--- config.mk ---
export PLATFORM = sky130hd
export DESIGN_NAME = epd_mul
export DESIGN_NICKNAME = d
export VERILOG_FILES = /design/src/rtl/epd_mul.sv
export SDC_FILE = /design/constraint.sdc
export NUM_CORES = 1
export LEC_CHECK = 0
export BUFFER_PORTS_ARGS = -buffer_cell sky130_fd_sc_hd__buf_2
export CAP_MARGIN = 20
export CORE_MARGIN = 3
export CORE_UTILIZATION = 34
export CTS_BUF_LIST = sky130_fd_sc_hd__clkbuf_8
export DETAILED_ROUTE_END_ITERATION = 8
export PLACE_DENSITY = 0.61
export SETUP_SLACK_MARGIN = 0.4
export SLEW_MARGIN = 20
export SYNTH_ARGS = -nofsm -noshare
export SYNTH_HDL_FRONTEND = slang
export SYNTH_SLANG_ARGS = --single-unit
--- constraint.sdc ---
create_clock -name clk -period 5.8 [get_ports clk]
set_input_delay 0.58 -clock clk [delete_from_list [all_inputs] [get_ports clk]]
set_output_delay 0.58 -clock clk [all_outputs]
set_load 0.01 [all_outputs]
--- src/rtl/epd_mul.sv ---
// Shift-and-add multiplier, one bit of the b operand per cycle; the shared
// unit for the detector's threshold, window-limit and check products.
// No dependencies.
`timescale 1ns / 1ps
`default_nettype none

module epd_mul #(
  parameter int A_W = 16,
  parameter int B_W = 16
) (
  input  wire logic               clk,
  input  wire logic               rst_n,
  input  wire logic               go,
  input  wire logic [A_W-1:0]     a,
  input  wire logic [B_W-1:0]     b,
  output logic                    done,
  output logic [A_W+B_W-1:0]      p
);

  localparam int PR_W  = A_W + B_W;
  localparam int CNT_W = $clog2(B_W + 1);

  logic             busy_r, busy_nxt;
  logic             done_r, done_nxt;
  logic [CNT_W-1:0] cnt_r, cnt_nxt;
  logic [PR_W-1:0]  acc_r, acc_nxt;
  logic [PR_W-1:0]  mc_r, mc_nxt;
  logic [B_W-1:0]   mp_r, mp_nxt;

  // one partial product per cycle
  always_comb begin
    busy_nxt = busy_r;
    done_nxt = 1'b0;
    cnt_nxt  = cnt_r;
    acc_nxt  = acc_r;
    mc_nxt   = mc_r;
    mp_nxt   = mp_r;
    if (go) begin
      busy_nxt = 1'b1;
      cnt_nxt  = CNT_W'(B_W);
      acc_nxt  = '0;
      mc_nxt   = PR_W'(a);
      mp_nxt   = b;
    end else if (busy_r) begin
      if (mp_r[0]) begin
        acc_nxt = acc_r + mc_r;
      end
      mc_nxt  = {mc_r[PR_W-2:0], 1'b0};
      mp_nxt  = {1'b0, mp_r[B_W-1:1]};
      cnt_nxt = cnt_r - CNT_W'(1);
      if (cnt_r == CNT_W'(1)) begin
        busy_nxt = 1'b0;
        done_nxt = 1'b1;
      end
    end
  end

  always_ff @(posedge clk) begin
    if (!rst_n) begin
      busy_r <= 1'b0;
      done_r <= 1'b0;
    end else begin
      busy_r <= busy_nxt;
      done_r <= done_nxt;
    end
  end

  always_ff @(posedge clk) begin
    cnt_r <= cnt_nxt;
    acc_r <= acc_nxt;
    mc_r  <= mc_nxt;
    mp_r  <= mp_nxt;
  end

  assign done = done_r;
  assign p    = acc_r;

  // a new product is only started on an idle unit
  assert property (@(posedge clk) disable iff (!rst_n) go |-> !busy_r)
    else $error("epd_mul: start while busy");
  // done follows the last step of a product
  assert property (@(posedge clk) disable iff (!rst_n) done_r |-> $past(busy_r))
    else $error("epd_mul: done without a product in flight");
  // the bit counter does not run out while a product is in flight
  assert property (@(posedge clk) disable iff (!rst_n) busy_r |-> cnt_r != '0)
    else $error("epd_mul: bit counter ran out while busy");

endmodule

`default_nettype wire
==> results.sh, run 1 <==
export IMPL_outcome="completed"
export IMPL_route_detailed_drc=0
export IMPL_global_route_usage_met2=0.218
export IMPL_fin_nets=632
export IMPL_routing_layer_with_the_top_usage_in_global_route="met2"
export IMPL_initialDrtViolationCount=180
export IMPL_yosys_warnings=0
export IMPL_clock_fmax_mhz=346
export IMPL_crit_path_end_kind="flip-flop"
export IMPL_crit_type="flip-flop to flip-flop"
export IMPL_yosys_most_used_dff="sky130_fd_sc_hd__dfxtp_1"
export IMPL_grt_start_max_net_pins=38
export IMPL_final_layout_size_suffix_gt1_frac=0.229
export IMPL_routedWlPerCell_um=14.7
export IMPL_synth_seq_cells=87
export IMPL_cpMaxStageDelayCell="sky130_fd_sc_hd__fa_1"
export IMPL_antenna_diode_instance_count=0
export IMPL_worstSkewPairLatency_ns=0.37
export IMPL_buffer_ports_inserted=67
export IMPL_area_fraction_of_the_dominant_cell_type_after_synthesis=0.224
export IMPL_multi_input_area_mm2=0.00275
export IMPL_asyncSetResetFlopFracSynth=0
export IMPL_dpl_hpwl_um=7990
export IMPL_syn_inst=504
export IMPL_drt_pass1_iter_count=5
export IMPL_first_pass_grt_wire_length_um=18500
export IMPL_peakVddDrop_mv=0.108
export IMPL_timing_final_crit_period_ns=2.89
export IMPL_post_route_setup_tns_ns=0
export IMPL_max_slew_margin=0.474
export IMPL_clk_transition_reported_paths_ns=0.10
export IMPL_layout_area_seq_mm2=0.00206
export IMPL_cts_hold_buf=0
export IMPL_total_of_max_cap_violations=0
export IMPL_clock_tree_root_cell="sky130_fd_sc_hd__clkbuf_8"
export IMPL_slew_viols_final=0
export IMPL_p_leak_nw=2.46
export IMPL_yosys_area_top_type="sky130_fd_sc_hd__dfxtp_1"
export IMPL_detailroute_via_count=3943
export IMPL_holdCritPathClass="primary input to flip-flop"
export IMPL_grt_total_usage=0.141
export IMPL_cts_post_setup_buffers_inserted=0
export IMPL_synth_net_count=573
export IMPL_antenna_found_initial=0
export IMPL_mapped_area_mm2=0.00492
export IMPL_fill_cells=1373
export IMPL_area_delta_synth_final_pct=13.8
export IMPL_synth_top_cells_by_area="sky130_fd_sc_hd__dfxtp_1 (22%), sky130_fd_sc_hd__edfxtp_1 (20%), sky130_fd_sc_hd__ha_1 (8.4%), sky130_fd_sc_hd__mux2_2 (6.9%), sky130_fd_sc_hd__a21oi_1 (4.9%)"
export IMPL_die_x_um=126
export IMPL_cts_buffers_inserted=9
export IMPL_grt_setup_unrepaired="false"
export IMPL_htree_levels=3
export IMPL_synth_cell_types=62
export IMPL_synth_yosys_seq_area_share=0.419
export IMPL_critPathMaxStageDelay_ns=0.42
export IMPL_worstPathBufferInverterCount=0
export IMPL_cp_start_kind="flip-flop"
export IMPL_fin_area_mm2=0.00560
export IMPL_first_global_vias=3831
export IMPL_cpMostUsedCell="sky130_fd_sc_hd__a21oi_1"
export IMPL_route_detailed_vias_per_inst=5.27
export IMPL_top_level_ports=68
export IMPL_final_antenna_net_count=0
export IMPL_final_core_util=0.399
export IMPL_synth_edff_count=32
export IMPL_floorplan_initialDensity=0.350
export IMPL_grt_use_met3=0.0341
export IMPL_cell_class_contributing_the_biggest_share_of_worst_path_delay="compound AO/OA/AOI/OAI gates"
export IMPL_finalWirelength_um=11000
export IMPL_worstPathCellList="ha_1 -> fa_1 -> a21oi_1 -> or3b_4 -> a211oi_2 -> o31a_1 -> o311ai_1 -> a21oi_1 -> mux2i_1 -> a311o_1"
export IMPL_grt_overflow_total=0
export IMPL_cts_sinks=87
export IMPL_setup_viol=0
export IMPL_core_region_area_mm2=0.0140
export IMPL_synthesis_area_per_instance_um2=9.76
export IMPL_timing_critical_path_fanout_max=3
export IMPL_std_cell_rows=43
export IMPL_final_hold_violation_count=0
export IMPL_clockBufferDepth=2
export IMPL_placedInstanceArea_mm2=0.00543
export IMPL_routabilityCongestion=0.814
export IMPL_power_per_cell_area_mw_per_mm2=235
export IMPL_layout_worst_path_cycle_share=0.498
export IMPL_die_area_mm2=0.0160
export IMPL_cts_repair_resized=0
export IMPL_chipHeight_um=126
export IMPL_tightestPinTransition_ns=0.789
export IMPL_clock_tree_from_tritoncts="done"
export IMPL_groute_layer_met1_usage=0.190
export IMPL_finalClockSkew_ns=0.0125
export IMPL_required_ns=6.07
export IMPL_critical_path_arrival_ns=3.15
-- flip-flops by register name (all words and copies together), names as in the netlist --
signal,count
done,1
cnt_r,5
mc_r,32
p,32
busy_r,1
mp_r,16
-- layout by cell type (no fill, tap or decap), drive strengths merged, types with 2 or more instances in the layout --
master     n
buf       72
dfxtp     55
nand2     53
a21oi     49
ha        33
nor2      32
edfxtp    32
mux2      31
o21ai     20
a21o      19
mux2i     18
xnor2     16
nand3     14
nor3      13
clkbuf     9
inv        9
and3       8
o21a       7
a211oi     7
xor2       5
nor2b      5
and2       5
or3        4
o31a       4
a31oi      4
and4       3
nand4      3
o211ai     2
a311o      2
nand3b     2
a21bo      2
o31ai      2
clkinvlp   2
or3b       2
a21boi     2
clkinv     2
-- cells in the mapped netlist (16+ instances only) --
| master | count |
|---|---|
| sky130_fd_sc_hd__o21ai_0 | 18 |
| sky130_fd_sc_hd__nor2_1 | 32 |
| sky130_fd_sc_hd__dfxtp_1 | 55 |
| sky130_fd_sc_hd__mux2_2 | 30 |
| sky130_fd_sc_hd__xnor2_1 | 16 |
| sky130_fd_sc_hd__nand2_1 | 52 |
| sky130_fd_sc_hd__a21oi_1 | 48 |
| sky130_fd_sc_hd__a21o_1 | 19 |
| sky130_fd_sc_hd__ha_1 | 33 |
| sky130_fd_sc_hd__mux2i_1 | 18 |
| sky130_fd_sc_hd__edfxtp_1 | 32 |
| sky130_fd_sc_hd__clkbuf_1 | 19 |
-- final cells by class --
cell class	instances	area share
multi-input combinational	387	0.490
sequential	87	0.368
timing repair buffer	72	0.0666
clock inverter	7	0.00871
tap	180	0.0402
clock buffer	9	0.0221
inverter	6	0.00402
-- power breakdown --
part           leakage (nW)  total [W]  internal (W)  switching (W)
clock network        0.0851   0.000389      0.000156       0.000233
logic                  1.61   0.000227      0.000102       0.000125
registers             0.769   0.000700      0.000677      0.0000226
total                  2.46    0.00132      0.000935       0.000380
-- stage by stage --
stage	power (W)	std cells	worst slack, ns	hold WS (ns)
6_report	0.00132	748	2.91	0.435
5_1_grt	0.00139	748	2.74	0.426
4_1_cts	0.00133	748	2.91	0.418
3_5_place_dp	0.000942	732	2.93	0.465
3_3_place_gp	0.000937	732	2.99	0.460
2_1_floorplan	0.000879	504	3.14	0.458
-- final timing paths --
path,startpoint,to,slack [ns],depth (start not counted)
worst max-delay path,mc_r[0],p[30],2.91,10
worst min-delay path,rst_n,busy_r,0.44,2
worst max register to register,mc_r[0],p[30],2.91,10
worst min register to register,p[14],p[14],0.47,2
-- worst register-to-register path, cell delays in order (launching register included) --
cell                       delay, ns
sky130_fd_sc_hd__edfxtp_1       0.41
sky130_fd_sc_hd__ha_1           0.25
sky130_fd_sc_hd__fa_1           0.42
sky130_fd_sc_hd__a21oi_1        0.22
sky130_fd_sc_hd__or3b_4         0.18
sky130_fd_sc_hd__a211oi_2       0.07
sky130_fd_sc_hd__o31a_1         0.32
sky130_fd_sc_hd__o311ai_1       0.35
sky130_fd_sc_hd__a21oi_1        0.13
sky130_fd_sc_hd__mux2i_1        0.13
sky130_fd_sc_hd__a311o_1        0.31
-- layer usage --
| layer | part of all wire | routed length, um |
|---|---|---|
| met5 | 0 | 0 |
| met4 | 0.018 | 198 |
| met3 | 0.042 | 462 |
| met2 | 0.45 | 4980 |
| met1 | 0.49 | 5370 |
-- cell families (layout without fill, tap and decap cells) --
group | after synthesis | count (layout) | share of synthesized area
buf+inv | 30 | 94 | 0.0229
compound gates | 132 | 132 | 0.177
mux | 49 | 49 | 0.108
xor+xnor | 21 | 21 | 0.0374
simple gates | 151 | 151 | 0.148
fa+ha+maj | 34 | 34 | 0.0880
flops | 87 | 87 | 0.419
Power figures use the tool's default switching activity.
==> run 2, diff against run 1 <==
--- a/config.mk
+++ b/config.mk
@@ -11,7 +11,7 @@
 export CORE_UTILIZATION = 34
 export CTS_BUF_LIST = sky130_fd_sc_hd__clkbuf_8
 export DETAILED_ROUTE_END_ITERATION = 8
-export PLACE_DENSITY = 0.61
+export PLACE_DENSITY = 0.63
 export SETUP_SLACK_MARGIN = 0.4
 export SLEW_MARGIN = 20
 export SYNTH_ARGS = -nofsm -noshare
==> constraint.sdc (replaced) <==
create_clock -name clk -period 2.4 [get_ports clk]
set_input_delay 0.24 -clock clk [delete_from_list [all_inputs] [get_ports clk]]
set_output_delay 0.24 -clock clk [all_outputs]
set_load 0.01 [all_outputs]
==> results.sh, run 2 (synthesis results as in run 1) <==
export IMPL_initialDrtViolationCount=178
export IMPL_pwr_share_clk=0.296
export IMPL_clk_transition_reported_paths_ns=0.09
export IMPL_final_hold_violation_count=0
export IMPL_netSwitchingPower_w=0.00102
export IMPL_clock_tree_root_cell="sky130_fd_sc_hd__clkbuf_8"
export IMPL_post_route_setup_tns_ns=-1.96
export IMPL_outcome="finished, violations left"
export IMPL_buffer_ports_inserted=67
export IMPL_slew_viols_final=0
export IMPL_layout_commonest_cell="sky130_fd_sc_hd__buf_4"
export IMPL_final_antenna_net_count=0
export IMPL_crit_path_end_kind="flip-flop"
export IMPL_fin_area_mm2=0.00662
export IMPL_detailroute_via_count=4357
export IMPL_die_area_mm2=0.0160
export IMPL_logic_depth_of_the_worst_register_to_register_path=9
export IMPL_layout_worst_path_cycle_share=1.11
export IMPL_cts_hold_buf=0
export IMPL_first_pass_grt_wire_length_um=21400
export IMPL_peakVddDrop_mv=0.542
export IMPL_layout_area_seq_mm2=0.00206
export IMPL_fill_cells=1319
export IMPL_floorplan_initialDensity=0.350
export IMPL_area_delta_synth_final_pct=34.6
export IMPL_route_detailed_vias_per_inst=5.18
export IMPL_cts_buffers_inserted=9
export IMPL_finalClockSkew_ns=0.0132
export IMPL_core_region_area_mm2=0.0140
export IMPL_grt_total_usage=0.163
export IMPL_final_core_util=0.472
export IMPL_dpl_hpwl_um=9290
export IMPL_finalWirelength_um=12900
export IMPL_worstSetupEndpoint="p[31]"
export IMPL_placedInstanceArea_mm2=0.00609
export IMPL_die_x_um=126
export IMPL_crit_type="flip-flop to flip-flop"
export IMPL_clock_fmax_mhz=375
export IMPL_chipHeight_um=126
export IMPL_holdCritPathClass="primary input to flip-flop"
export IMPL_route_detailed_drc=0
export IMPL_crit_path_start="mc_r[1]"
export IMPL_routabilityCongestion=0.786
export IMPL_grt_start_max_net_pins=33
export IMPL_cp_start_kind="flip-flop"
export IMPL_clockBufferDepth=2
export IMPL_worst_slack_ns=-0.268
export IMPL_top_level_ports=68
export IMPL_timing_critical_path_fanout_max=2
export IMPL_htree_levels=3
export IMPL_setup_viol=14
export IMPL_std_cell_rows=43
export IMPL_grt_overflow_total=0
export IMPL_layout_common_cells="sky130_fd_sc_hd__buf_4 (92), sky130_fd_sc_hd__buf_2 (67), sky130_fd_sc_hd__dfxtp_1 (53), sky130_fd_sc_hd__nand2_1 (50), sky130_fd_sc_hd__a21oi_1 (40)"
export IMPL_critical_path_arrival_ns=2.94
export IMPL_fin_nets=725
export IMPL_r2r_end="p[31]"
export IMPL_power_per_cell_area_mw_per_mm2=537
export IMPL_hold_worst_slack_ns=0.0922
export IMPL_final_layout_size_suffix_gt1_frac=0.402
export IMPL_antenna_diode_instance_count=0
export IMPL_clock_tree_from_tritoncts="done"
export IMPL_multi_input_area_mm2=0.00302
export IMPL_regToRegStartpoint="mc_r[1]"
export IMPL_grt_setup_unrepaired="true"
export IMPL_drt_pass1_iter_count=4
export IMPL_first_global_vias=4468
export IMPL_total_of_max_cap_violations=0
export IMPL_required_ns=2.68
export IMPL_r2r_setup_slack_ns=-0.27
export IMPL_p_leak_nw=2.97
export IMPL_cts_sinks=87
export IMPL_routedWlPerCell_um=15.4
export IMPL_max_slew_margin=0.696
export IMPL_failing_checks="negative setup slack"
export IMPL_antenna_found_initial=0
export IMPL_internal_power_w=0.00254
export IMPL_switching_share=0.285
export IMPL_tightestPinTransition_ns=0.457
export IMPL_minimum_setup_slack_after_placement_ns=-0.261
export IMPL_timing_final_crit_period_ns=2.67
export IMPL_share_of_total_power_in_sequential_cells=0.478
export IMPL_worstSkewPairLatency_ns=0.38
export IMPL_share_comb_of_total_power=0.227
==> run 2: routing by layer <==
layer,vias up,track usage,routed length [um]
met2,99,0.277,6240
met5,-,0,0
met1,2082,0.200,5740
met3,20,0.0493,705
li1,2156,-,-
met4,0,0.0492,233
==> run 2: power groups by stage <==
stage          logic [W]  clock network (W)  registers [W]
4_1_cts         0.000757            0.00108        0.00170
3_3_place_gp    0.000701                  0        0.00172
5_1_grt         0.000886            0.00113        0.00171
6_report        0.000806            0.00105        0.00170
3_5_place_dp    0.000717                  0        0.00173
2_1_floorplan   0.000416                  0        0.00172
==> run 2: layout make-up <==
cell class | count | share of cell area
clock buffers | 9 | 0.0187
clock inverters | 7 | 0.0108
inverters | 6 | 0.00340
multi-input cells | 387 | 0.456
flip-flops and latches | 87 | 0.312
well taps | 180 | 0.0340
repair buffers | 165 | 0.165
==> run 2: worst min-delay path by stage <==
stage               endpoint   from  slack (ns)  cells past startpoint
floorplan               done  rst_n        0.37                      2
global placement       p[27]  p[27]        0.47                      2
detailed placement     p[23]  p[23]        0.48                      2
CTS                     done  rst_n        0.07                      3
global route            done  rst_n        0.07                      3
finish                  done  rst_n        0.09                      3
==> run 2: worst max-delay path: stages (launching register included) <==
cell and delay (ns):
sky130_fd_sc_hd__edfxtp_1 0.45, sky130_fd_sc_hd__ha_4 0.25, sky130_fd_sc_hd__a211oi_4 0.28, sky130_fd_sc_hd__nor2_2 0.08, sky130_fd_sc_hd__a211o_1 0.30, sky130_fd_sc_hd__o2111a_2 0.28
sky130_fd_sc_hd__o21a_1 0.22, sky130_fd_sc_hd__o221ai_2 0.15, sky130_fd_sc_hd__mux2i_1 0.22, sky130_fd_sc_hd__mux2_1 0.33
==> run 2: per-stage QoR <==
stage	power (W)	cells
6_report	0.00356	841
2_1_floorplan	0.00214	504
4_1_cts	0.00354	836
3_3_place_gp	0.00242	811
3_5_place_dp	0.00244	811
5_1_grt	0.00373	841
==> run 2: timing repair <==
item / 4_1_cts / 5_1_grt
endpoints found under the setup margin: 25 / 27
setup buffers: 9 / 5
gates cloned: 0 / 0
pin swaps: 31 / 17
gates resized for setup: 21 / 29
==> run 3, diff against run 2 <==
==> constraint.sdc (replaced) <==
create_clock -name clk -period 2.3 [get_ports clk]
set_input_delay 0.23 -clock clk [delete_from_list [all_inputs] [get_ports clk]]
set_output_delay 0.23 -clock clk [all_outputs]
set_load 0.01 [all_outputs]
==> results.sh, run 3 (synthesis results as in run 1) <==
export IMPL_groute_layer_met1_usage=0.211
export IMPL_power_per_cell_area_mw_per_mm2=537
export IMPL_holdCritPathClass="primary input to flip-flop"
export IMPL_layout_area_seq_mm2=0.00206
export IMPL_timing_final_crit_period_ns=2.65
export IMPL_cts_hold_buf=0
export IMPL_die_area_mm2=0.0160
export IMPL_drt_pass1_iter_count=5
export IMPL_failing_checks="negative setup slack"
export IMPL_final_hold_violation_count=0
export IMPL_cp_start_kind="flip-flop"
export IMPL_route_detailed_drc=0
export IMPL_totalPowerFinal_w=0.00371
export IMPL_routedWlPerCell_um=14.9
export IMPL_total_of_max_cap_violations=0
export IMPL_placedInstanceArea_mm2=0.00628
export IMPL_area_delta_synth_final_pct=40.2
export IMPL_cts_sinks=87
export IMPL_grt_start_max_net_pins=40
export IMPL_route_detailed_vias_per_inst=5.14
export IMPL_clock_fmax_mhz=378
export IMPL_layout_commonest_cell="sky130_fd_sc_hd__buf_4"
export IMPL_antenna_found_initial=0
export IMPL_antenna_diode_instance_count=0
export IMPL_top_level_ports=68
export IMPL_cts_buffers_inserted=9
export IMPL_grt_overflow_total=0
export IMPL_fin_area_mm2=0.00690
export IMPL_fin_nets=749
export IMPL_multi_input_area_mm2=0.00309
export IMPL_routing_layer_with_the_top_usage_in_global_route="met2"
export IMPL_final_core_util=0.491
export IMPL_first_global_vias=4595
export IMPL_grt_setup_unrepaired="true"
export IMPL_finalWirelength_um=12900
export IMPL_routabilityCongestion=0.787
export IMPL_floorplan_initialDensity=0.350
export IMPL_outcome="finished, violations left"
export IMPL_grt_use_met3=0.0442
export IMPL_setup_viol=15
export IMPL_initialDrtViolationCount=182
export IMPL_first_pass_grt_wire_length_um=21900
export IMPL_final_layout_size_suffix_gt1_frac=0.436
export IMPL_critical_path_arrival_ns=2.91
export IMPL_required_ns=2.57
export IMPL_final_antenna_net_count=0
export IMPL_layout_worst_path_cycle_share=1.15
export IMPL_layout_common_cells="sky130_fd_sc_hd__buf_4 (112), sky130_fd_sc_hd__buf_2 (67), sky130_fd_sc_hd__dfxtp_1 (53), sky130_fd_sc_hd__nand2_1 (50), sky130_fd_sc_hd__a21oi_1 (36)"
export IMPL_clock_tree_root_cell="sky130_fd_sc_hd__clkbuf_8"
export IMPL_worst_slack_ns=-0.346
export IMPL_core_region_area_mm2=0.0140
export IMPL_worstSkewPairLatency_ns=0.38
export IMPL_p_leak_nw=3.12
export IMPL_post_route_setup_tns_ns=-3.37
export IMPL_fill_cells=1276
export IMPL_crit_type="flip-flop to flip-flop"
export IMPL_die_x_um=126
export IMPL_slew_viols_final=0
export IMPL_crit_path_end_kind="flip-flop"
export IMPL_std_cell_rows=43
export IMPL_clk_transition_reported_paths_ns=0.09
export IMPL_detailroute_via_count=4447
export IMPL_clock_tree_from_tritoncts="done"
export IMPL_finalClockSkew_ns=0.00757
export IMPL_dpl_hpwl_um=9340
export IMPL_clockBufferDepth=2
export IMPL_buffer_ports_inserted=67
export IMPL_global_route_usage_met2=0.273
export IMPL_chipHeight_um=126
export IMPL_grt_total_usage=0.166
export IMPL_htree_levels=3
export IMPL_peakVddDrop_mv=0.386
export IMPL_timing_critical_path_fanout_max=2
export IMPL_tightestPinTransition_ns=0.389
export IMPL_max_slew_margin=0.739
run 3: cell types whose count changed in the layout (fill, tap and decap cells not counted), sizes merged:
| cell | before | now |
|---|---|---|
| buf | 165 | 189 |
| clkinv | 2 | 4 |
| inv | 9 | 7 |
run 3: metal layers:
metal  wire length [um]  vias to the layer above
li1                   -                     2208
met1               5820                     2130
met2               6100                       92
met3                708                       17
met4                224                        0
met5                  0                        -
run 3: worst paths after layout:
kind | end | start | slack (ns) | depth (start not counted)
max | p[31] | mc_r[1] | -0.35 | 9
min | done | rst_n | 0.09 | 3
max reg2reg | p[31] | mc_r[1] | -0.35 | 9
min reg2reg | p[24] | p[24] | 0.48 | 2
run 3: what timing repair did:
action                                 in CTS  in global routing
gates resized for setup                    36                 32
pin swaps                                  46                 22
setup endpoints to repair                  25                 28
endpoints found under the hold margin       0                  0
setup buffers                              10                  7
run 3: critical path, stage by stage (launching register included):
cell                       delay (ns)
sky130_fd_sc_hd__edfxtp_1        0.44
sky130_fd_sc_hd__ha_4            0.26
sky130_fd_sc_hd__a211oi_4        0.25
sky130_fd_sc_hd__nor2_2          0.08
sky130_fd_sc_hd__a211o_1         0.31
sky130_fd_sc_hd__o2111a_2        0.29
sky130_fd_sc_hd__o21a_1          0.21
sky130_fd_sc_hd__o221ai_2        0.17
sky130_fd_sc_hd__mux2i_1         0.21
sky130_fd_sc_hd__mux2_1          0.33
run 3: metrics by stage:
step / hold slack [ns] / cells / worst slack (ns)
final: 0.0852 / 865 / -0.346
after global placement: 0.468 / 832 / -0.293
after detailed placement: 0.468 / 832 / -0.365
after floorplan: 0.357 / 504 / -0.242
after global routing: 0.0998 / 865 / -0.462
after CTS: 0.0596 / 858 / -0.330
run 3: area by class of cell:
class,count,share of cell area
Timing Repair Buffer,189,0.189
Inverter,6,0.00326
Clock inverter,7,0.00943
Multi-Input combinational cell,387,0.448
Sequential cell,87,0.299
Tap cell,180,0.0326
Clock buffer,9,0.0180
run 3: where the power goes:
part | switching, W | internal, W
Combinational | 0.000410 | 0.000469
Clock | 0.000562 | 0.000494
Sequential | 0.0000646 | 0.00171
Total | 0.00104 | 0.00267
